<file path="src/sv/affine_texture_span_shader_assert.svh">
// Assertion macros shared by the span shader RTL.
// Depends on clk and arst_n being visible in the module that expands them.
`ifndef AFFINE_TEXTURE_SPAN_SHADER_ASSERT_SVH
`define AFFINE_TEXTURE_SPAN_SHADER_ASSERT_SVH

// Same-cycle implication, checked out of reset.
`define ATSS_ASSERT_NOW(name, ante, cons, msg) \
	name: assert property (@(posedge clk) disable iff (!arst_n) (ante) |-> (cons)) \
		else $error(msg);

// Next-cycle implication, checked out of reset.
`define ATSS_ASSERT_NEXT(name, ante, cons, msg) \
	name: assert property (@(posedge clk) disable iff (!arst_n) (ante) |=> (cons)) \
		else $error(msg);

`endif

</file>
<file path="src/sv/atss_pkg.sv">
// Shared types, codes and constants of the affine texture span shader.
// No dependencies; every module file imports it.
package atss_pkg;

	localparam int TEX_AXIS_BITS = 8;
	localparam int TEX_ADDR_W    = 2 * TEX_AXIS_BITS;
	localparam int TEX_DEPTH     = 1 << TEX_ADDR_W;
	localparam int UV_W          = 32;
	localparam int HALF_W        = UV_W / 2;
	localparam int TEXEL_W       = 16;
	localparam int BUMP_W        = 8;
	localparam int COLOR_W       = 8;
	localparam int LEFT_W        = 9;
	localparam int BG_W          = 8;
	localparam int LIGHT_W       = 16;
	localparam int NORM_W        = 5;
	localparam int DOT_W         = LIGHT_W + NORM_W + 2;
	localparam int CMD_W         = 2;
	localparam int IN_DATA_W     = 120;
	localparam int CFG_INDEX_W   = 3;
	localparam int CFG_DATA_W    = 16;

	// input item kinds
	localparam logic [CMD_W-1:0] CMD_TEX_WR  = 2'd0;
	localparam logic [CMD_W-1:0] CMD_BUMP_WR = 2'd1;
	localparam logic [CMD_W-1:0] CMD_SPAN    = 2'd2;
	localparam logic [CMD_W-1:0] CMD_PIXEL   = 2'd3;

	// shading modes
	localparam logic [1:0] MODE_TEXEL  = 2'd0;
	localparam logic [1:0] MODE_SHIFT  = 2'd1;
	localparam logic [1:0] MODE_NORMAL = 2'd2;
	localparam logic [1:0] MODE_BUMP   = 2'd3;

	// register indexes
	localparam logic [CFG_INDEX_W-1:0] REG_SHADE_MODE = 3'd0;
	localparam logic [CFG_INDEX_W-1:0] REG_HALF_RATE  = 3'd1;
	localparam logic [CFG_INDEX_W-1:0] REG_LIGHT_X    = 3'd2;
	localparam logic [CFG_INDEX_W-1:0] REG_LIGHT_Y    = 3'd3;
	localparam logic [CFG_INDEX_W-1:0] REG_LIGHT_Z    = 3'd4;
	localparam logic [CFG_INDEX_W-1:0] REG_PAL_OFFSET = 3'd5;

	typedef struct packed {
		logic [1:0]                shade_mode;
		logic                      half_rate;
		logic signed [LIGHT_W-1:0] light_x;
		logic signed [LIGHT_W-1:0] light_y;
		logic signed [LIGHT_W-1:0] light_z;
		logic [COLOR_W-1:0]        pal_offset;
	} cfg_t;

	// pipeline moves: load stage 1, load stage 2, load the output register
	typedef struct packed {
		logic en1;
		logic en2;
		logic en_out;
	} pipe_ctl_t;

endpackage

</file>
<file path="src/sv/atss_regs.sv">
// Configuration register file of the span shader.
// Depends on atss_pkg.
module atss_regs
	import atss_pkg::*;
(
	input  logic                   clk,
	input  logic                   arst_n,
	input  logic                   wr_en,
	input  logic [CFG_INDEX_W-1:0] wr_index,
	input  logic [CFG_DATA_W-1:0]  wr_data,
	output cfg_t                   cfg
);

	cfg_t cfg_q;

	always_ff @(posedge clk or negedge arst_n) begin
		if (!arst_n) begin
			cfg_q <= '0;
		end else if (wr_en) begin
			case (wr_index)
				REG_SHADE_MODE: cfg_q.shade_mode <= wr_data[1:0];
				REG_HALF_RATE:  cfg_q.half_rate  <= wr_data[0];
				REG_LIGHT_X:    cfg_q.light_x    <= wr_data;
				REG_LIGHT_Y:    cfg_q.light_y    <= wr_data;
				REG_LIGHT_Z:    cfg_q.light_z    <= wr_data;
				REG_PAL_OFFSET: cfg_q.pal_offset <= wr_data[COLOR_W-1:0];
				default: ;
			endcase
		end
	end

	assign cfg = cfg_q;

endmodule

</file>
<file path="config.mk">
export PLATFORM = sky130hd
export DESIGN_NAME = atss_regs
export DESIGN_NICKNAME = d
export VERILOG_FILES = /design/src/sv/affine_texture_span_shader_assert.svh /design/src/sv/atss_pkg.sv /design/src/sv/atss_regs.sv
export SDC_FILE = /design/constraint.sdc
export NUM_CORES = 1
export LEC_CHECK = 0
export BUFFER_PORTS_ARGS = -buffer_cell sky130_fd_sc_hd__buf_2
export CAP_MARGIN = 0
export CORE_MARGIN = 2
export CORE_UTILIZATION = 49
export DETAILED_ROUTE_END_ITERATION = 10
export PLACE_DENSITY = 0.79
export SYNTH_ARGS = -nofsm -noshare
export SYNTH_HDL_FRONTEND = slang
export SYNTH_SLANG_ARGS = --single-unit
export TNS_END_PERCENT = 10
</file>
<file path="constraint.sdc">
create_clock -name clk -period 1.06 [get_ports clk]
set_clock_uncertainty 0.05 [all_clocks]
set_input_delay 0.318 -clock clk [delete_from_list [all_inputs] [get_ports clk]]
set_output_delay 0.318 -clock clk [all_outputs]
set_load 0.02 [all_outputs]
</file>
**After elaboration in Yosys (flattened, before gate mapping)**

Cells that the tools add are included.

- Bits in registers: 59
- Word-level logic and storage cells: 18

- Reduce and logical (&&, ||, !) cells: 7
- Equality and inequality tests: 5

Operators by type and width:

| operator | number |
|---|---|
| AND reduction 2 bit | 6 |
| equality test 3 x 2 -> 1 bit (second input constant) | 2 |
| equality test 3 bit (second input constant) | 2 |
| equality test 3 x 1 -> 1 bit (second input constant) | 1 |
| zero test 3 bit | 1 |

**Depth between registers and ports, before layout**

Gate-level depths: netlist of run 1.

- Word-level depth: 2
- Mapped depth: 4
- Depth with buffers taken out: 2

**Least setup slack after synthesis of run 1**

Ideal clock, no wire load.

- Path type: input to register
- Start: input wr_index[0]
- End: register cfg_q (netlist bit cfg[13])
- Arrival: 1.155 ns
- Data required time: 0.885 ns
- Path slack: -0.270 ns
- Cell stages on the path: 4
- Setup time: 0.125 ns
- Cell sequence: and4bb_1 > buf_6 > buf_6 > mux2_4

- Cells in the longest elaborated chain, start to end: 2

RTL lines:

| element | RTL line | RTL |
|---|---|---|
| start: declaration | atss_regs.sv:9 | `input logic [CFG_INDEX_W-1:0] wr_index,` |
| equality test 3 bit | atss_regs.sv:20 | `case (wr_index)` |
| AND reduction 2 bit (no line) | n/a |  |
| end: declaration | atss_regs.sv:14 | `cfg_t cfg_q;` |

No other way between the ends.
A chain may end at the register's enable or synchronous reset.

**Final worst setup path of run 1**

- Start: register cfg_q (netlist bit cfg[40])
- End: output cfg[40] (netlist bit)

RTL lines:

| element | RTL line | RTL |
|---|---|---|
| end: declaration | atss_regs.sv:11 | `output cfg_t cfg` |

No word-level cell between the ends.

==> impl_metrics.env, run 1 <==
export IMPL_status="complete, but fails checks"
export IMPL_violations="setup timing"
export IMPL_synthSimpleGateAreaFrac=0.0294
export IMPL_core_mm2=0.00444
export IMPL_multi_input_area_um2=833
export IMPL_synth_top_family_by_area="multiplexers"
export IMPL_ant_nets=0
export IMPL_grt_pass1_wl_um=7510
export IMPL_placed_area_mm2=0.00286
export IMPL_required_ps=690
export IMPL_reg2reg_depth=3
export IMPL_layoutNonFillerInstCount=295
export IMPL_fin_crit_sh=1.18
export IMPL_power_density_mw_per_mm2=2210
export IMPL_routed_wl_um=4870
export IMPL_syn_area_mm2=0.00230
export IMPL_gp_routability_congestion=0.761
export IMPL_diodes=0
export IMPL_first_global_vias=1492
export IMPL_cts_clk_slew_worst_paths_ps=60
export IMPL_final_seq_area_mm2=0.00148
export IMPL_grt_max_degree=40
export IMPL_crit_family="flip-flops"
export IMPL_yosysWarnings=0
export IMPL_netlist_instances=129
export IMPL_setup_viol=71
export IMPL_critPathLaunchType="register"
export IMPL_end_kind="output port"
export IMPL_ys_top_cells_by_area="dfrtp_1 (64%), mux2_2 (24%), mux2_4 (6.5%)"
export IMPL_cts_made_buffers=9
export IMPL_synth_xor_area_frac=0
export IMPL_nNetsFinal=261
export IMPL_cts_sinks=59
export IMPL_yosys_area_top_type="dfrtp_1"
export IMPL_synth_cell_type_count=11
export IMPL_cp_depth=1
export IMPL_dr_pass1_iters=2
export IMPL_rsz0062_at_grt="true"
export IMPL_ir_worst_vdd_mv=1.41
export IMPL_io_buffers=80
export IMPL_synth_adder_area_share=0
export IMPL_area_growth_pct=46.2
export IMPL_fp_dieArea_mm2=0.00525
export IMPL_crit_path_max_fanout=2
export IMPL_tns_ps=-10150
export IMPL_start_util=0.517
export IMPL_ys_seq_area_frac=0.643
export IMPL_fin_area_mm2=0.00336
export IMPL_vias=1460
export IMPL_gr_total_overflow=0
export IMPL_ctsRootBufferMaster="clkbuf_8"
export IMPL_crit_chain="buf_6"
export IMPL_hold_viol_final=0
export IMPL_antenna_found_initial=0
export IMPL_synth_compound_area_share=0
export IMPL_clockBufferDepth=2
export IMPL_drv_slew=0
export IMPL_dp_cells=269
export IMPL_layout_setup_ws_ps=-193
export IMPL_routed_via_density=4.95
export IMPL_htreeDepth=3
export IMPL_slowest_stage="dfrtp_1"
export IMPL_min_path_type="in -> reg"
export IMPL_path_class="reg -> out"
export IMPL_arrival_ps=890
export IMPL_tightest_slew_ps=299
export IMPL_fin_crit_ps=1250
export IMPL_maxCapViolCount=0
export IMPL_gr_usage_all_layers=0.197
export IMPL_synth_top_area_frac=0.643
export IMPL_fin_hold_ws_ps=201
export IMPL_post_route_drc_count=0
export IMPL_synth_area_mux_share=0.306
export IMPL_cts_tree="yes"
export IMPL_max_stage_delay_ps=410
export IMPL_utilization=0.755
export IMPL_synth_fp_nets=151
export IMPL_drt_iter0_markers=54
export IMPL_pin_count=81
export IMPL_layout_drive_gt1_share=0.728
export IMPL_die_x_um=72.5
export IMPL_insertion_delay_ps=330
export IMPL_total_power_mw=7.41
export IMPL_wl_per_cell_um=16.5
export IMPL_p_leak_nw=1.66
export IMPL_fmax_mhz=798
export IMPL_avgSynthCellArea_um2=17.8
export IMPL_synth_seq_cells=59
export IMPL_largest_reg_flops=59
export IMPL_place_ws_ps=-400
export IMPL_nFillCells=282
export IMPL_die_y_um=72.5
export IMPL_fp_row_count=24
export IMPL_slew_headroom=0.798
export IMPL_hpwlAfterDp_um=3320
export IMPL_hold_path_depth=2
export IMPL_path_buf_inv=1
## worst paths after layout
kind	from	to	slack [ps]
worst max-delay path	cfg[40]	cfg[40]	-190
worst max register to register	cfg[22]	cfg[22]	0
max in group asynchronous	arst_n	cfg[30]	240
worst min-delay path	wr_data[15]	cfg[55]	200
worst min register to register	cfg[36]	cfg[36]	450
min in group asynchronous	arst_n	cfg[50]	480
## cell usage in the layout, fill, tap and decap left out
| master | netlist | final |
|---|---|---|
| buf_6 | 4 | 28 |
| nor4b_1 | 1 | 1 |
| and4bb_2 | 0 | 1 |
| clkinv_2 | 0 | 1 |
| clkbuf_8 | 0 | 11 |
| nand4b_2 | 1 | 1 |
| dfrtp_1 | 59 | 59 |
| buf_12 | 0 | 2 |
| buf_4 | 0 | 19 |
| dlygate4sd3_1 | 0 | 1 |
| mux2_4 | 10 | 27 |
| and4bb_1 | 2 | 1 |
| mux2_2 | 48 | 32 |
| buf_8 | 0 | 1 |
| bufinv_16 | 0 | 1 |
| buf_2 | 1 | 53 |
| clkbuf_1 | 0 | 2 |
| nand4b_1 | 1 | 1 |
| nor4bb_1 | 1 | 1 |
## what timing repair did
action	4_1_cts	5_1_grt
hold endpoints to repair	59	0
hold buffers	1	0
setup buffers	3	7
gates cloned	0	0
endpoints found under the setup margin	82	92
gates resized for setup	28	39
## logic make-up after synthesis
kind of cell | count (synthesis)
and+or+nand+nor | 6
DFF | 59
buffers and inverters | 5
muxes | 59
## final cells by class
| type | instances | share of cell area |
|---|---|---|
| Multi-Input combinational cell | 65 | 0.248 |
| Tap cell | 52 | 0.0194 |
| Timing Repair Buffer | 104 | 0.235 |
| Clock inverter | 2 | 0.0104 |
| Clock buffer | 13 | 0.0473 |
| Sequential cell | 59 | 0.440 |
## Yosys cell counts
library cell	n
and4bb_1	2
nor4bb_1	1
dfrtp_1	59
buf_6	4
nand4b_1	1
nor4b_1	1
mux2_1	1
mux2_4	10
buf_2	1
nand4b_2	1
mux2_2	48
## power breakdown
group	internal [mW]	leakage, nW	switching, mW
clock	1.20	0.0995	0.819
combinational	1.24	0.855	1.10
sequential	2.75	0.708	0.299
total	5.19	1.66	2.22
## layer usage
metal	part of all wire	global-route usage
met3	0.075	0.0764
met4	0.0090	0.105
met5	0	0
met2	0.45	0.268
met1	0.47	0.273
No activity file was read; power rests on OpenSTA's default activity.
==> run 2, diff against run 1 <==
Settings changed: BUFFER_PORTS_ARGS -buffer_cell sky130_fd_sc_hd__buf_2 to not set, CTS_BUF_LIST set to sky130_fd_sc_hd__clkbuf_8, DONT_BUFFER_PORTS set to 1, PLACE_DENSITY 0.79 to not set, RECOVER_POWER set to 50.
==> impl_metrics.env, run 2 (same netlist as run 1, synthesis figures left out) <==
export IMPL_required_ps=690
export IMPL_routed_wl_um=4230
export IMPL_hold_viol_final=59
export IMPL_io_buffers=0
export IMPL_fin_crit_sh=1.08
export IMPL_ir_worst_vdd_mv=1.13
export IMPL_layout_setup_ws_ps=-84.1
export IMPL_power_density_mw_per_mm2=2480
export IMPL_die_y_um=72.5
export IMPL_cts_tree="yes"
export IMPL_crit_path_max_fanout=2
export IMPL_final_cell_mix="dfrtp_2 (59), mux2_2 (39), mux2_4 (20)"
export IMPL_fp_dieArea_mm2=0.00525
export IMPL_clockBufferDepth=2
export IMPL_rsz0062_at_grt="true"
export IMPL_path_class="reg -> out"
export IMPL_first_global_vias=1324
export IMPL_arrival_ps=780
export IMPL_maxCapViolCount=0
export IMPL_grt_max_degree=60
export IMPL_tns_ps=-4520
export IMPL_dr_pass1_iters=4
export IMPL_cts_sinks=59
export IMPL_layout_drive_gt1_share=0.966
export IMPL_gr_total_overflow=0
export IMPL_drv_slew=0
export IMPL_gp_routability_congestion=0.712
export IMPL_cts_clk_slew_worst_paths_ps=60
export IMPL_area_growth_pct=18.0
export IMPL_antenna_found_initial=0
export IMPL_gr_usage_all_layers=0.174
export IMPL_hpwlAfterDp_um=3000
export IMPL_fmax_mhz=874
export IMPL_critPathLaunchType="register"
export IMPL_fin_area_mm2=0.00271
export IMPL_violations="hold timing, setup timing"
export IMPL_tightest_slew_ps=291
export IMPL_post_route_drc_count=0
export IMPL_p_leak_nw=1.13
export IMPL_fin_hold_ws_ps=-361
export IMPL_clockPowerShare=0.335
export IMPL_nNetsFinal=165
export IMPL_min_path_type="in -> async"
export IMPL_seq_power_share=0.572
export IMPL_slew_headroom=0.803
export IMPL_p_sw_frac=0.289
export IMPL_die_x_um=72.5
export IMPL_core_mm2=0.00444
export IMPL_status="complete, but fails checks"
export IMPL_htreeDepth=3
export IMPL_end_kind="output port"
export IMPL_p_switching_mw=1.94
export IMPL_diodes=0
export IMPL_place_ws_ps=-299
export IMPL_pin_count=81
export IMPL_insertion_delay_ps=320
export IMPL_ant_nets=0
export IMPL_final_common_cell="dfrtp_2"
export IMPL_drt_iter0_markers=23
export IMPL_ctsRootBufferMaster="clkbuf_8"
export IMPL_start_util=0.517
export IMPL_fin_crit_ps=1140
export IMPL_setup_viol=59
export IMPL_wl_per_cell_um=21.1
export IMPL_fp_row_count=24
export IMPL_grt_pass1_wl_um=6670
export IMPL_intPower_mw=4.77
export IMPL_cts_made_buffers=9
export IMPL_routed_via_density=5.71
export IMPL_placed_area_mm2=0.00241
export IMPL_combPwrFrac=0.093
export IMPL_vias=1141
export IMPL_largest_reg_flops=59
-- run 2: changes by cell type in the layout (fill, tap and decap cells not counted), moves of 11 or more --
cell / delta
buf_2: -53
buf_4: -11
buf_6: -28
dfrtp_1: -59
dfrtp_2: +59
-- run 2: layout make-up --
| class | instances | area [µm²] |
|---|---|---|
| Fill cell | 360 | 1740 |
| Clock buffer | 11 | 151 |
| Tap cell | 52 | 65.1 |
| Timing Repair Buffer | 8 | 60.1 |
| Clock inverter | 5 | 75.1 |
| Sequential cell | 59 | 1550 |
| Multi-Input combinational cell | 65 | 807 |
-- run 2: per-layer routing --
| metal | vias to the layer above | wire length [µm] | track usage |
|---|---|---|---|
| li1 | 490 | - | - |
| met5 | - | 0 | 0 |
| met3 | 7 | 365 | 0.0667 |
| met2 | 50 | 2250 | 0.297 |
| met4 | 0 | 47 | 0.101 |
| met1 | 594 | 1570 | 0.184 |
-- run 2: path summary, 6_finish.rpt --
kind                       depth (start not counted)      end  slack (ps)  startpoint
setup reg to reg                                   1  cfg[14]         150     cfg[14]
max in group asynchronous                          0   cfg[1]        1210      arst_n
hold reg to reg                                    1  cfg[15]         560     cfg[15]
min in group clk                                   1  cfg[43]          90  wr_data[3]
setup / recovery                                   0  cfg[14]         -80     cfg[14]
hold / removal                                     0  cfg[37]        -360      arst_n
-- run 2: stage by stage --
step | total power, mW | util | instances
detailed placement | 4.41 | 0.542 | 184
CTS | 6.82 | 0.610 | 200
global route | 7.00 | 0.610 | 200
finish | 6.71 | 0.610 | 200
floorplan | 4.22 | - | 129
global placement | 4.37 | 0.542 | 184
-- run 2: what timing repair did --
action,in CTS,in global routing
gates resized for setup,59,0
endpoints found under the setup margin,59,59
buffers inserted,0,0
hold endpoints to repair,59,59
-- run 2: power groups by stage --
stage	Sequential [mW]	Clock, mW	Combinational (mW)
after floorplan	3.65	0	0.571
after global placement	3.77	0	0.598
after detailed placement	3.78	0	0.627
after CTS	3.85	2.33	0.635
after global routing	3.91	2.41	0.675
final	3.84	2.25	0.624
==> run 3, diff against run 2 <==
Settings changed: CORE_UTILIZATION 49 to 55, PLACE_DENSITY set to 0.7.
==> impl_metrics.env, run 3 (same netlist as run 1, synthesis figures left out) <==
export IMPL_status="complete, but fails checks"
export IMPL_violations="hold timing, setup timing"
export IMPL_fin_area_mm2=0.00266
export IMPL_gp_routability_congestion=0.666
export IMPL_hpwlAfterDp_um=2990
export IMPL_ir_worst_vdd_mv=1.33
export IMPL_core_mm2=0.00400
export IMPL_p_switching_mw=1.92
export IMPL_largest_reg_flops=59
export IMPL_ant_nets=0
export IMPL_first_global_vias=1216
export IMPL_combPwrFrac=0.101
export IMPL_place_ws_ps=-272
export IMPL_dr_pass1_iters=4
export IMPL_post_cts_setup_buffers=0
export IMPL_antenna_found_initial=0
export IMPL_wl_per_cell_um=22.1
export IMPL_ctsRootBufferMaster="clkbuf_8"
export IMPL_critPathLaunchType="register"
export IMPL_vias=1139
export IMPL_routed_wl_um=4340
export IMPL_crit_path_max_fanout=2
export IMPL_cts_clk_slew_worst_paths_ps=60
export IMPL_nFillCells=281
export IMPL_arrival_ps=780
export IMPL_final_cell_mix="dfrtp_2 (59), mux2_2 (39), mux2_4 (20)"
export IMPL_htreeDepth=3
export IMPL_grt_pass1_wl_um=6410
export IMPL_fin_hold_ws_ps=-364
export IMPL_post_route_drc_count=0
export IMPL_tns_ps=-4740
export IMPL_grt_max_degree=60
export IMPL_clockPowerShare=0.276
export IMPL_pin_count=81
export IMPL_insertion_delay_ps=310
export IMPL_clockBufferDepth=2
export IMPL_dp_cells=182
export IMPL_seq_power_share=0.622
export IMPL_maxCapViolCount=0
export IMPL_placed_area_mm2=0.00242
export IMPL_rsz0062_at_grt="true"
export IMPL_setup_viol=59
export IMPL_cts_sinks=59
export IMPL_cts_tree="yes"
export IMPL_slew_headroom=0.791
export IMPL_fp_row_count=23
export IMPL_hold_viol_final=59
export IMPL_drt_iter0_markers=62
export IMPL_fin_crit_sh=1.09
export IMPL_area_growth_pct=15.8
export IMPL_power_density_mw_per_mm2=2330
export IMPL_diodes=0
export IMPL_path_class="reg -> out"
export IMPL_nNetsFinal=165
export IMPL_tightest_slew_ps=309
export IMPL_cts_made_buffers=9
export IMPL_gr_usage_all_layers=0.200
export IMPL_die_y_um=68.6
export IMPL_layout_setup_ws_ps=-90.2
export IMPL_critPathLaunch="cfg[41]"
export IMPL_end_kind="output port"
export IMPL_die_x_um=68.6
export IMPL_p_sw_frac=0.310
export IMPL_start_util=0.574
export IMPL_total_power_mw=6.19
export IMPL_min_path_type="in -> async"
export IMPL_layoutNonFillerInstCount=196
export IMPL_layout_drive_gt1_share=0.966
export IMPL_fin_crit_ps=1150
export IMPL_required_ps=690
export IMPL_utilization=0.665
export IMPL_fp_dieArea_mm2=0.00471
export IMPL_gr_total_overflow=0
export IMPL_fmax_mhz=869
export IMPL_io_buffers=0
export IMPL_final_common_cell="dfrtp_2"
export IMPL_p_leak_nw=1.11
export IMPL_routed_via_density=5.81
export IMPL_timing_rr_start="cfg[26]"
export IMPL_drv_slew=0
export IMPL_intPower_mw=4.27
[run 3: changes by cell type in the layout (fill, tap and decap cells not counted)]
cell | previous run | this run
bufinv_16 | 2 | 0
buf_4 | 8 | 7
buf_12 | 0 | 1
[run 3: power by group through the flow]
stage	Clock [mW]	Combinational, mW	Sequential [mW]
floorplan	0	0.571	3.65
global placement	0	0.597	3.77
detailed placement	0	0.634	3.79
CTS	1.77	0.634	3.86
global route	1.89	0.678	3.92
finish	1.71	0.627	3.85
[run 3: final timing paths]
kind                            endpoint  slack (ps)  cells after the start
worst max register to register   cfg[26]         150                      1
max in group asynchronous         cfg[4]        1220                      0
worst min register to register    cfg[6]         560                      1
worst max-delay path             cfg[41]         -90                      0
worst min-delay path             cfg[54]        -360                      0
min in group clk                 cfg[16]          90                      1
[run 3: layer usage]
metal	GRT usage	up-vias	part of all wire
li1	-	489	-
met1	0.223	594	0.40
met2	0.308	51	0.50
met3	0.112	5	0.090
met4	0.0975	0	0.012
met5	0	-	0
[run 3: timing repair]
action	in CTS	in global routing
cloned	0	0
endpoints found under the hold margin	59	59
resized for setup	59	0
setup endpoints to repair	59	59
[run 3: area by class of cell]
type / instances / area, µm² / share of cell area
Clock inverter: 3 / 15.0 / 0.00565
Sequential cell: 59 / 1550 / 0.583
Tap cell: 50 / 62.6 / 0.0235
Multi-Input combinational cell: 65 / 807 / 0.304
Timing Repair Buffer: 8 / 72.6 / 0.0273
Clock buffer: 11 / 151 / 0.0569
