[src/sv/affine_texture_span_shader_assert.svh]
// Assertion macros shared by the span shader RTL.
// Depends on clk and arst_n being visible in the module that expands them.
`ifndef AFFINE_TEXTURE_SPAN_SHADER_ASSERT_SVH
`define AFFINE_TEXTURE_SPAN_SHADER_ASSERT_SVH

// Same-cycle implication, checked out of reset.
`define ATSS_ASSERT_NOW(name, ante, cons, msg) \
	name: assert property (@(posedge clk) disable iff (!arst_n) (ante) |-> (cons)) \
		else $error(msg);

// Next-cycle implication, checked out of reset.
`define ATSS_ASSERT_NEXT(name, ante, cons, msg) \
	name: assert property (@(posedge clk) disable iff (!arst_n) (ante) |=> (cons)) \
		else $error(msg);

`endif

[src/sv/atss_pkg.sv]
// Shared types, codes and constants of the affine texture span shader.
// No dependencies; every module file imports it.
package atss_pkg;

	localparam int TEX_AXIS_BITS = 8;
	localparam int TEX_ADDR_W    = 2 * TEX_AXIS_BITS;
	localparam int TEX_DEPTH     = 1 << TEX_ADDR_W;
	localparam int UV_W          = 32;
	localparam int HALF_W        = UV_W / 2;
	localparam int TEXEL_W       = 16;
	localparam int BUMP_W        = 8;
	localparam int COLOR_W       = 8;
	localparam int LEFT_W        = 9;
	localparam int BG_W          = 8;
	localparam int LIGHT_W       = 16;
	localparam int NORM_W        = 5;
	localparam int DOT_W         = LIGHT_W + NORM_W + 2;
	localparam int CMD_W         = 2;
	localparam int IN_DATA_W     = 120;
	localparam int CFG_INDEX_W   = 3;
	localparam int CFG_DATA_W    = 16;

	// input item kinds
	localparam logic [CMD_W-1:0] CMD_TEX_WR  = 2'd0;
	localparam logic [CMD_W-1:0] CMD_BUMP_WR = 2'd1;
	localparam logic [CMD_W-1:0] CMD_SPAN    = 2'd2;
	localparam logic [CMD_W-1:0] CMD_PIXEL   = 2'd3;

	// shading modes
	localparam logic [1:0] MODE_TEXEL  = 2'd0;
	localparam logic [1:0] MODE_SHIFT  = 2'd1;
	localparam logic [1:0] MODE_NORMAL = 2'd2;
	localparam logic [1:0] MODE_BUMP   = 2'd3;

	// register indexes
	localparam logic [CFG_INDEX_W-1:0] REG_SHADE_MODE = 3'd0;
	localparam logic [CFG_INDEX_W-1:0] REG_HALF_RATE  = 3'd1;
	localparam logic [CFG_INDEX_W-1:0] REG_LIGHT_X    = 3'd2;
	localparam logic [CFG_INDEX_W-1:0] REG_LIGHT_Y    = 3'd3;
	localparam logic [CFG_INDEX_W-1:0] REG_LIGHT_Z    = 3'd4;
	localparam logic [CFG_INDEX_W-1:0] REG_PAL_OFFSET = 3'd5;

	typedef struct packed {
		logic [1:0]                shade_mode;
		logic                      half_rate;
		logic signed [LIGHT_W-1:0] light_x;
		logic signed [LIGHT_W-1:0] light_y;
		logic signed [LIGHT_W-1:0] light_z;
		logic [COLOR_W-1:0]        pal_offset;
	} cfg_t;

	// pipeline moves: load stage 1, load stage 2, load the output register
	typedef struct packed {
		logic en1;
		logic en2;
		logic en_out;
	} pipe_ctl_t;

endpackage

[src/sv/atss_coord.sv]
// Packed u/v coordinate accumulator with left-edge pre-advance.
// Depends on atss_pkg.
module atss_coord
	import atss_pkg::*;
(
	input  logic                     clk,
	input  logic                     arst_n,
	input  logic                     span_load,
	input  logic                     pixel_step,
	input  logic                     half_rate,
	input  logic [UV_W-1:0]          uv_start,
	input  logic [UV_W-1:0]          uv_step,
	input  logic signed [LEFT_W-1:0] span_left,
	output logic [TEX_ADDR_W-1:0]    texel_addr
);

	logic [UV_W-1:0]   uv_acc_q;
	logic [UV_W-1:0]   uv_step_q;
	logic [HALF_W-1:0] left_ext;
	logic [HALF_W-1:0] prod_hi;
	logic [HALF_W-1:0] prod_lo;
	logic [UV_W-1:0]   pre_adv;
	logic [UV_W-1:0]   uv_load;
	logic [UV_W-1:0]   step_eff;

	// each half of the step takes its own product, low 16 bits kept
	always_comb begin
		left_ext = {{(HALF_W-LEFT_W){span_left[LEFT_W-1]}}, span_left};
		prod_hi  = uv_step[UV_W-1:HALF_W] * left_ext;
		prod_lo  = uv_step[HALF_W-1:0] * left_ext;
		pre_adv  = {prod_hi, prod_lo};
		uv_load  = span_left[LEFT_W-1] ? (uv_start - pre_adv) : uv_start;
		step_eff = half_rate ? {uv_step_q[UV_W-2:0], 1'b0} : uv_step_q;
	end

	always_ff @(posedge clk or negedge arst_n) begin
		if (!arst_n) begin
			uv_acc_q  <= '0;
			uv_step_q <= '0;
		end else if (span_load) begin
			uv_acc_q  <= uv_load;
			uv_step_q <= uv_step;
		end else if (pixel_step) begin
			uv_acc_q  <= uv_acc_q + step_eff;
		end
	end

	assign texel_addr = {uv_acc_q[HALF_W-1 -: TEX_AXIS_BITS],
		uv_acc_q[UV_W-1 -: TEX_AXIS_BITS]};

endmodule

[config.mk]
export PLATFORM = sky130hd
export DESIGN_NAME = atss_coord
export DESIGN_NICKNAME = d
export VERILOG_FILES = /design/src/sv/affine_texture_span_shader_assert.svh /design/src/sv/atss_pkg.sv /design/src/sv/atss_coord.sv
export SDC_FILE = /design/constraint.sdc
export NUM_CORES = 1
export LEC_CHECK = 0
export ABC_AREA = 1
export BUFFER_PORTS_ARGS = -buffer_cell sky130_fd_sc_hd__buf_4
export CAP_MARGIN = 20
export CORE_ASPECT_RATIO = 1.4
export CORE_UTILIZATION = 41
export CTS_CLUSTER_SIZE = 24
export DETAILED_ROUTE_END_ITERATION = 8
export SLEW_MARGIN = 20
export SYNTH_ARGS = -nofsm -noshare
export SYNTH_HDL_FRONTEND = slang
export SYNTH_SLANG_ARGS = --single-unit
[constraint.sdc]
create_clock -name clk -period 2.4 [get_ports clk]
set_input_delay 0.72 -clock clk [delete_from_list [all_inputs] [get_ports clk]]
set_output_delay 0.72 -clock clk [all_outputs]
set_load 0.05 [all_outputs]
Yosys cells after proc, flatten, opt, wreduce, memory -nomap -nowiden:

Index checks and enable logic that the tools add are counted.

* add/sub/neg operators: 2
* multipliers: 2
* muxes and demuxes: 4
* reduce and logical (&&, ||, !) cells: 1

Operator list (count)
* $mux 32: 4
* $add 32x32->32: 1
* $mul 16x9->16: 2
* $sub 32x32->32: 1
* $reduce_bool 2->1: 1

* register bits after elaboration: 64
* input bits: 78
* output and inout bits: 16
* logic and storage cells: 11

Depth between registers and ports, before layout:

Gate-level depths: netlist (run 1).

* word-level depth: 4
* gate-level depth with buffers: 37
* mapped depth without buffers: 36

Worst setup path after synthesis (run 1):

OpenSTA, ideal clock, no wires.

* kind: input to register
* start: input port span_left[1]
* end: register uv_acc_q[30]
* setup time: 0.116 ns
* arrival time: 6.710 ns
* required time: 2.284 ns
* path slack: -4.427 ns
* stages on the path: 32
* path buffers: 2
* cell sequence: clkbuf_1 > buf_1 > nand2_1 > fa_1 > inv_1 > fa_1 > inv_1 > fa_1 > inv_1 > fa_1 > fa_1 > ha_1 > a21oi_1 > o21ai_0 > a21oi_1 > nor2_1 > o21ai_0 > nand2_1 > a21o_1 > a21oi_1 > xor2_1 > ha_1 > a21oi_1 > nor2_1 > nor2_1 > o21ai_0 > a221oi_1 > a21oi_1 > o21ai_0 > nand2_1 > nand2_1 > nand2_1

* word-level cells in the longest chain between the ends: 4
* elaborated cells on any way between the ends: 5
* those cells by class: add/sub: 1; mul: 2; mux: 2

RTL lines
* start, declared: RTL line atss_coord.sv:13 `input logic signed [LEFT_W-1:0] span_left,`
* $mul 16x9->16 (on tied branches): RTL line atss_coord.sv:30, atss_coord.sv:29
* $sub 32x32->32 *: RTL line atss_coord.sv:32 `uv_load = span_left[LEFT_W-1] ? (uv_start - pre_adv) : uv_start;`
* $mux 32 *: RTL line atss_coord.sv:32
* $mux 32 *: RTL line atss_coord.sv:40 `end else if (span_load) begin`
* end signal, assigned: RTL line atss_coord.sv:41 `uv_acc_q <= uv_load;`
* end signal, assigned: RTL line atss_coord.sv:44 `uv_acc_q <= uv_acc_q + step_eff;`
* end, declared: RTL line atss_coord.sv:17 `logic [UV_W-1:0] uv_acc_q;`

Every way passes the cells marked *; elsewhere a longest branch is shown, timed or not.
A chain may end at the register's enable or synchronous reset.

Worst setup path in the final report (run 1):

* start: input port uv_step[0]
* end: register uv_acc_q[15]

* word-level cells in the longest chain between the ends: 4

RTL lines
* start, declared: RTL line atss_coord.sv:12 `input logic [UV_W-1:0] uv_step,`
* $mul 16x9->16: RTL line atss_coord.sv:30 `prod_lo = uv_step[HALF_W-1:0] * left_ext;`
* $sub 32x32->32: RTL line atss_coord.sv:32
* $mux 32: RTL line atss_coord.sv:32
* $mux 32: RTL line atss_coord.sv:40

No other way between the ends.

==> impl_metrics.csv, run 1 <==
group,metric,value,unit
routing,ant_nets,0,
grt,grt_pass1_vias,14800,
placement,hpwl,37200,um
clock_tree,clock_path_buffers,2,
clock_tree,cts_tree,"built",
final_layout,final_common_cell,"nand2_1",
routing,via_per_inst,5.00,
final_layout,syn_to_final_growth,38.4,%
sta,max_freq,0.161,GHz
die,ios,94,
synth,synth_area_leaders,"fa_1 20%, nand2_1 14%, dfrtp_1 12%",
synth,synth_area_per_cell,6.84,sq um
worst_setup_path,cp.required,2590,ps
placement,placed_cells,2777,
clock_tree,cts-root-buf,"clkbuf_16",
status,status,"finished, violations left",
synth,ys_warn_count,0,
routing,firstDrtPassIters,5,
routing,via_count,14100,
final_layout,antenna_cells,0,
placement,finalWeightedCongestion,0.986,
synth,ys_seq_area_frac,0.119,
placement,place_ws,-4360,ps
synth,yosysTopAreaCell,"fa_1",
final_layout,fin_cells,2827,
final_layout,layout.nets,2727,
grt,grt_pass1_wl,71800,um
sta,hold_viol,0,
sta,period_share,2.58,
die,die_h,217,um
final_layout,multiInputGateArea,0.0108,sq mm
die,floorplan.initialDensity,0.417,
worst_setup_path,reg2reg_slack,-460,ps
sta,tightest_slew,894,ps
clock_tree,cts_hold_buffers,0,
sta,rsz0062_at_grt,"true",
die,core,0.0324,sq mm
synth,netlist_area,0.0135,sq mm
clock_tree,cts_made_buffers,9,
synth,synth-async-reset-ratio,1.00,
sta,slew_viol_final,0,
routing,routed_wl,44800,um
sta,skew,9.43,ps
final_layout,layout.area.seq,0.00160,sq mm
routing,wl_per_cell,15.8,um
synth,netlist_instances,1974,
die,fp.dieW,155,um
worst_hold_path,min_path_type,"in2async",
sta,finalCriticalPeriod,6190,ps
worst_setup_path,cp_max_fo,4,
final_layout,fill_cells,3058,
synth,synth-seq-cells,64,
synth,synth_top_area_share,0.205,
routing,route.detailed.drc,0,
clock_tree,clock-sinks,64,
placement,io_buffers,93,
grt,grt_max_degree,65,
grt,antenna_found_initial,1,
worst_setup_path,end_kind,"register",
final_layout,drive_above_1_share,0.295,
sta,tns,-94220,ps
flow_run,drv_cap,0,
sta,setup_violations,30,
sta,slew_headroom,0.403,
synth,synth-main-ff-cell,"dfrtp_1",
sta,worst_slack,-3790,ps
final_layout,mostFrequentLayoutCells,"468 x nand2_1, 439 x buf_4, 358 x inv_1",
worst_setup_path,crit_type,"in2reg",
worst_setup_path,critPathArrivalTime,6390,ps
synth,synth_cell_types,52,
synth,synth_edf_count,0,
die,rows,78,
grt,grt_use_total,0.274,
synth,synth_nets,2318,
grt,overflow,0,
routing,drtIter0Drc,565,
clock_tree,h-tree-depth,3,
status,violations,"setup timing",
worst_setup_path,startpoint_type,"input pin",
clock_tree,clkSlewWorstSetupHoldPaths,60,ps
die,dieArea,0.0337,sq mm
clock_tree,insertion_delay,350,ps
==> routing by layer <==
layer  part of all wire  GRT usage  vias up
met1               0.39      0.313     6685
met2               0.51      0.505      371
met3              0.043     0.0182      112
li1                   -          -     6962
met4              0.051      0.146        2
met5            0.00025          0        -
==> path summary, 6_finish.rpt <==
kind                                          start                         to  cells after the start
setup reg to reg           uv_step_q[0]$_DFFE_PN0P_   uv_acc_q[26]$_DFFE_PN0P_                     16
setup / recovery                         uv_step[0]   uv_acc_q[15]$_DFFE_PN0P_                     27
min in group clk           uv_acc_q[27]$_DFFE_PN0P_   uv_acc_q[27]$_DFFE_PN0P_                      2
max in group asynchronous                    arst_n  uv_step_q[28]$_DFFE_PN0P_                      1
hold / removal                               arst_n    uv_acc_q[3]$_DFFE_PN0P_                      1
hold reg to reg            uv_acc_q[27]$_DFFE_PN0P_   uv_acc_q[27]$_DFFE_PN0P_                      2
==> synthesized netlist by cell type, types with 5 or more instances <==
cell type  count
nand3b_1       5
o221ai_1       6
nand4_1       12
buf_1          8
xor2_1        32
a21o_1        11
nand2_2        5
buf_2          5
a31oi_1       25
o21bai_1      15
nor2_1       155
or2_2         10
buf_4         21
nand2_1      496
nor3_1        13
xnor2_1       21
a21oi_1      100
inv_1        383
nand3_1       66
nor4_1         6
clkbuf_8       7
o21ai_1       11
o21ai_0      134
clkbuf_1      48
dfrtp_1       64
ha_1         128
fa_1         138
==> cell families after synthesis <==
family                     synth area share
adders and majority gates             0.323
AOI/OAI and AO/OA                     0.139
and+or+nand+nor                       0.238
buffers and inverters                 0.145
DFF                                   0.119
xor gates and xnor gates             0.0356
==> layout make-up <==
type                    instances  share of cell area
flip-flops and latches         64              0.0857
inverters                     387              0.0782
clock inverters                 4             0.00375
clock buffers                  11              0.0125
repair buffers                489               0.210
multi-input cells            1432               0.581
well taps                     440              0.0295
==> stage by stage <==
step,hold slack [ps],utilization,cell area [sq um]
after floorplan,424,-,13800
after CTS,498,0.565,18300
after global routing,539,0.577,18700
after detailed placement,514,0.530,17200
final,443,0.577,18700
after global placement,511,0.530,17200
==> registers in the layout, indices dropped and copies added, names as in the netlist <==
signal,flops
uv_acc_q,32
uv_step_q,32
==> repair_timing <==
item	CTS	global route
pin swaps	69	47
gates resized for setup	166	71
endpoints found under the setup margin	30	31
buffers inserted	25	16
==> worst max-delay path, stage by stage <==
cell      delay (ps)
buf_6             90
or2_4            240
fa_1             460
fa_1             490
inv_1             50
fa_1             460
fa_1             520
fa_1             450
ha_4             320
a21oi_2           60
o21bai_1         200
a21oi_1           90
o21bai_1         180
nand2_1           70
nand2_1           80
a21oi_2           60
xor2_1           140
ha_1             380
nand2_2          140
nor4_2           150
nand2_1          130
buf_4            160
nand3_1           60
nand2_1           50
o221ai_1         380
buf_4            180
a31oi_1           60
Power of run 1 is left out: the tool's default activity adds up to more than one toggle a clock period on the data nets, which glitch-free logic cannot reach.
==> inputs of run 2 (changes only) <==
==> constraint.sdc (replaced) <==
create_clock -name clk -period 2.4 [get_ports clk]
set_input_delay 0.12 -clock clk [delete_from_list [all_inputs] [get_ports clk]]
set_output_delay 0.12 -clock clk [all_outputs]
set_load 0.05 [all_outputs]
==> impl_metrics.csv, run 2 (synthesis results as in run 1) <==
group,metric,value,unit
sta,hold_viol,0,
grt,grt_pass1_wl,74600,um
worst_setup_path,cp.required,2630,ps
routing,drtIter0Drc,698,
worst_setup_path,cp_max_fo,4,
routing,wl_per_cell,16.6,um
sta,period_share,2.34,
sta,hold_ws,67.2,ps
sta,worst_slack,-3220,ps
grt,grt_max_degree,65,
die,floorplan.initialDensity,0.417,
die,core,0.0324,sq mm
sta,setup_violations,29,
worst_setup_path,critPathSlowestCell,"fa_1",
final_layout,syn_to_final_growth,42.2,%
die,ios,94,
routing,via_per_inst,5.06,
grt,grt_pass1_vias,15000,
final_layout,reg.largest.list,"uv_acc_q (32), uv_step_q (32)",
final_layout,antenna_cells,0,
routing,firstDrtPassIters,7,
worst_setup_path,slowest_delay,530,ps
die,die_h,217,um
final_layout,layout.nets,2747,
clock_tree,cts_made_buffers,9,
die,dieArea,0.0337,sq mm
grt,grt_use_total,0.287,
worst_setup_path,crit_type,"in2reg",
final_layout,final_common_cell,"nand2_1",
routing,via_count,14400,
worst_hold_path,min_path_type,"in2reg",
sta,tightest_slew,919,ps
clock_tree,cts_tree,"built",
clock_tree,insertion_delay,350,ps
sta,max_freq,0.178,GHz
clock_tree,clock-sinks,64,
flow_run,drv_cap,0,
sta,slew_viol_final,0,
die,fp.dieW,155,um
placement,hpwl,38600,um
final_layout,final_core_util,0.593,
sta,skew,10.5,ps
sta,rsz0062_at_grt,"true",
routing,route.detailed.drc,0,
clock_tree,clkSlewWorstSetupHoldPaths,50,ps
clock_tree,clock_path_buffers,2,
final_layout,fill_cells,3022,
clock_tree,h-tree-depth,3,
routing,routed_wl,47200,um
grt,overflow,0,
worst_setup_path,startpoint_type,"input pin",
final_layout,mostFrequentLayoutCells,"462 x nand2_1, 442 x buf_4, 359 x inv_1",
placement,place_ws,-3830,ps
worst_setup_path,end_kind,"register",
placement,finalWeightedCongestion,0.988,
status,violations,"setup timing",
die,rows,78,
worst_setup_path,critPathArrivalTime,5850,ps
placement,io_buffers,93,
clock_tree,cts-root-buf,"clkbuf_16",
final_layout,drive_above_1_share,0.307,
grt,antenna_found_initial,0,
final_layout,design_area,0.0192,sq mm
sta,slew_headroom,0.388,
status,status,"finished, violations left",
placement,dpl_cell_area,0.0173,sq mm
routing,ant_nets,0,
sta,finalCriticalPeriod,5620,ps
-- run 2: what timing repair did --
item,in CTS,in global routing
setup buffers,31,16
endpoints found under the hold margin,64,0
hold buffers,1,0
endpoints found under the setup margin,29,29
pin swaps,107,81
gates cloned,1,0
resized for setup,179,111
-- run 2: per-stage QoR --
step,setup TNS (ps),instances
final,-75860,2847
after global routing,-82110,2847
after CTS,-74560,2834
after detailed placement,-91120,2792
after global placement,-89040,2792
after floorplan,-75860,1974
-- run 2: worst max-delay path: cells and delay by family --
family / cells / cell delay [ps]
AOI/OAI and AO/OA: 11 / 1530
buffers and inverters: 5 / 320
adders and majority gates: 7 / 2890
and+or+nand+nor: 9 / 810
xor gates and xnor gates: 1 / 190
-- run 2: path summary, 6_finish.rpt --
check,start,end,slack [ps],cells after the start
setup / recovery,span_left[8],uv_acc_q[20]$_DFFE_PN0P_,-3220,33
hold / removal,uv_step[31],uv_step_q[31]$_DFFE_PN0P_,70,3
setup reg to reg,uv_step_q[0]$_DFFE_PN0P_,uv_acc_q[26]$_DFFE_PN0P_,-480,17
hold reg to reg,uv_acc_q[18]$_DFFE_PN0P_,uv_acc_q[18]$_DFFE_PN0P_,490,2
max in group asynchronous,arst_n,uv_step_q[20]$_DFFE_PN0P_,1350,2
min in group asynchronous,arst_n,uv_step_q[0]$_DFFE_PN0P_,440,2
-- run 2: per-layer routing --
layer  part of all wire  GRT usage  vias to the layer above
li1                   -          -                     7006
met1               0.39      0.326                     6840
met2               0.51      0.532                      413
met3              0.034     0.0172                      152
met4              0.061      0.158                        0
met5                  0          0                        -
-- run 2: area by class of cell --
cell class | count | area, sq um | area share
clock buffers | 12 | 256 | 0.0134
inverters | 387 | 1470 | 0.0764
flip-flops and latches | 64 | 1600 | 0.0834
repair buffers | 509 | 4160 | 0.217
multi-input cells | 1432 | 11100 | 0.578
well taps | 440 | 551 | 0.0287
clock inverters | 3 | 65.1 | 0.00339
Power of run 2 is left out for the same reason.
==> inputs of run 3 (changes only) <==
--- a/config.mk
+++ b/config.mk
@@ -14,2 +14,3 @@
 export DETAILED_ROUTE_END_ITERATION = 8
+export MAX_ROUTING_LAYER = met4
 export SLEW_MARGIN = 20
--- a/constraint.sdc
+++ b/constraint.sdc
@@ -3,2 +3,2 @@
 set_output_delay 0.12 -clock clk [all_outputs]
-set_load 0.05 [all_outputs]
+set_load 0.005 [all_outputs]
==> impl_metrics.csv, run 3 (synthesis results as in run 1) <==
group,metric,value,unit
worst_hold_path,min_path_type,"in2reg",
worst_hold_path,whs_path_depth,3,
flow_run,drv_cap,0,
sta,setup_violations,29,
sta,skew,12.4,ps
worst_setup_path,end_kind,"register",
routing,drtIter0Drc,705,
worst_setup_path,startpoint_type,"input pin",
placement,hpwl,38900,um
final_layout,reg.largest.list,"uv_acc_q (32), uv_step_q (32)",
die,dieArea,0.0337,sq mm
grt,grt_pass1_wl,73300,um
clock_tree,clock-sinks,64,
placement,finalWeightedCongestion,0.981,
grt,grt_pass1_vias,14700,
final_layout,syn_to_final_growth,39.8,%
clock_tree,cts-root-buf,"clkbuf_16",
routing,via_count,14300,
routing,routed_wl,46700,um
placement,place_ws,-3870,ps
routing,ant_nets,0,
die,ios,94,
clock_tree,cts_made_buffers,9,
worst_setup_path,cp.required,2630,ps
worst_setup_path,crit_type,"in2reg",
clock_tree,clock_path_buffers,2,
worst_hold_path,min_to,"uv_step_q[31]$_DFFE_PN0P_",
sta,slew_viol_final,0,
status,status,"finished, violations left",
worst_setup_path,r2r-end,"uv_acc_q[31]$_DFFE_PN0P_",
clock_tree,insertion_delay,360,ps
sta,rsz0062_at_grt,"true",
grt,grt_use_total,0.292,
grt,antenna_found_initial,1,
die,floorplan.initialDensity,0.417,
routing,firstDrtPassIters,6,
sta,tightest_slew,949,ps
clock_tree,h-tree-depth,3,
worst_setup_path,rr_startpoint,"uv_step_q[18]$_DFFE_PN0P_",
worst_hold_path,min-delay-start,"uv_step[31]",
routing,wl_per_cell,16.3,um
worst_setup_path,critPathArrivalTime,5900,ps
grt,grt_max_degree,65,
final_layout,layout.nets,2755,
die,core,0.0324,sq mm
placement,io_buffers,93,
routing,via_per_inst,5.00,
final_layout,drive_above_1_share,0.303,
status,violations,"setup timing",
clock_tree,clkSlewWorstSetupHoldPaths,60,ps
worst_setup_path,cp_max_fo,5,
die,fp.dieW,155,um
sta,worst_slack,-3270,ps
final_layout,final_common_cell,"buf_4",
sta,finalCriticalPeriod,5670,ps
sta,max_freq,0.176,GHz
worst_setup_path,r2r_cells,14,
final_layout,mostFrequentLayoutCells,"473 x buf_4, 464 x nand2_1, 361 x inv_1",
routing,route.detailed.drc,0,
clock_tree,cts_tree,"built",
die,die_h,217,um
sta,hold_viol,0,
grt,overflow,0,
die,rows,78,
sta,slew_headroom,0.367,
worst_setup_path,reg2reg_slack,-510,ps
sta,period_share,2.36,
## run 3: what timing repair did
action | CTS | global route
pin swaps | 49 | 81
hold endpoints to repair | 64 | 0
setup buffers | 24 | 22
hold buffers | 1 | 0
resized for setup | 133 | 106
setup endpoints to repair | 29 | 29
## run 3: cell type report
type                            count  area, sq um
Tap cell                          440          551
Inverter                          387         1460
Multi-Input combinational cell   1432        10800
Clock inverter                      3         40.0
Timing Repair Buffer              517         4110
Sequential cell                    64         1600
Fill cell                        3067        13500
Clock buffer                       12          267
Antenna cell                        1         2.50
## run 3: worst max-delay path by stage
stage	slack, ps	cells past startpoint	startpoint	end
final	-3270	27	span_left[2]	uv_acc_q[15]$_DFFE_PN0P_
after global routing	-3560	34	span_left[8]	uv_acc_q[31]$_DFFE_PN0P_
after CTS	-3220	33	span_left[8]	uv_acc_q[26]$_DFFE_PN0P_
after detailed placement	-3870	29	span_left[0]	uv_acc_q[29]$_DFFE_PN0P_
after global placement	-3760	30	span_left[8]	uv_acc_q[29]$_DFFE_PN0P_
after floorplan	-3300	32	span_left[1]	uv_acc_q[30]$_DFFE_PN0P_
## run 3: critical path, stage by stage
cell	delay (ps)
buf_12	100
nand2_4	50
fa_1	560
inv_2	50
fa_1	520
fa_1	580
fa_1	450
fa_1	490
ha_4	320
a21oi_2	60
o21bai_1	170
a21oi_1	90
o21bai_1	190
nand2_1	90
nand2_1	90
a21oi_2	60
xor2_1	210
ha_2	360
a21oi_4	170
o21ai_2	80
a21oi_2	210
buf_4	150
buf_4	100
a21oi_1	60
o221ai_1	320
buf_4	180
a31oi_1	60
## run 3: metal layers
layer,wire length [um],share of wire,vias up,GRT usage
li1,-,-,7021,-
met1,18800,0.40,6726,0.326
met2,23700,0.51,381,0.521
met3,1590,0.034,138,0.0184
met4,2630,0.056,0,0.146
met5,0,0,-,-
## run 3: per-stage QoR
step | instances | hold WS (ps) | utilization | area (sq um) | setup TNS (ps)
2_1_floorplan | 1974 | -176 | - | 13800 | -75860
3_3_place_gp | 2809 | 311 | 0.537 | 17400 | -88620
3_5_place_dp | 2809 | 317 | 0.537 | 17400 | -91460
4_1_cts | 2842 | 15.5 | 0.565 | 18300 | -75440
5_1_grt | 2856 | 29.6 | 0.582 | 18900 | -83370
6_report | 2856 | 37.1 | 0.582 | 18900 | -77270
Power of run 3 is left out for the same reason.
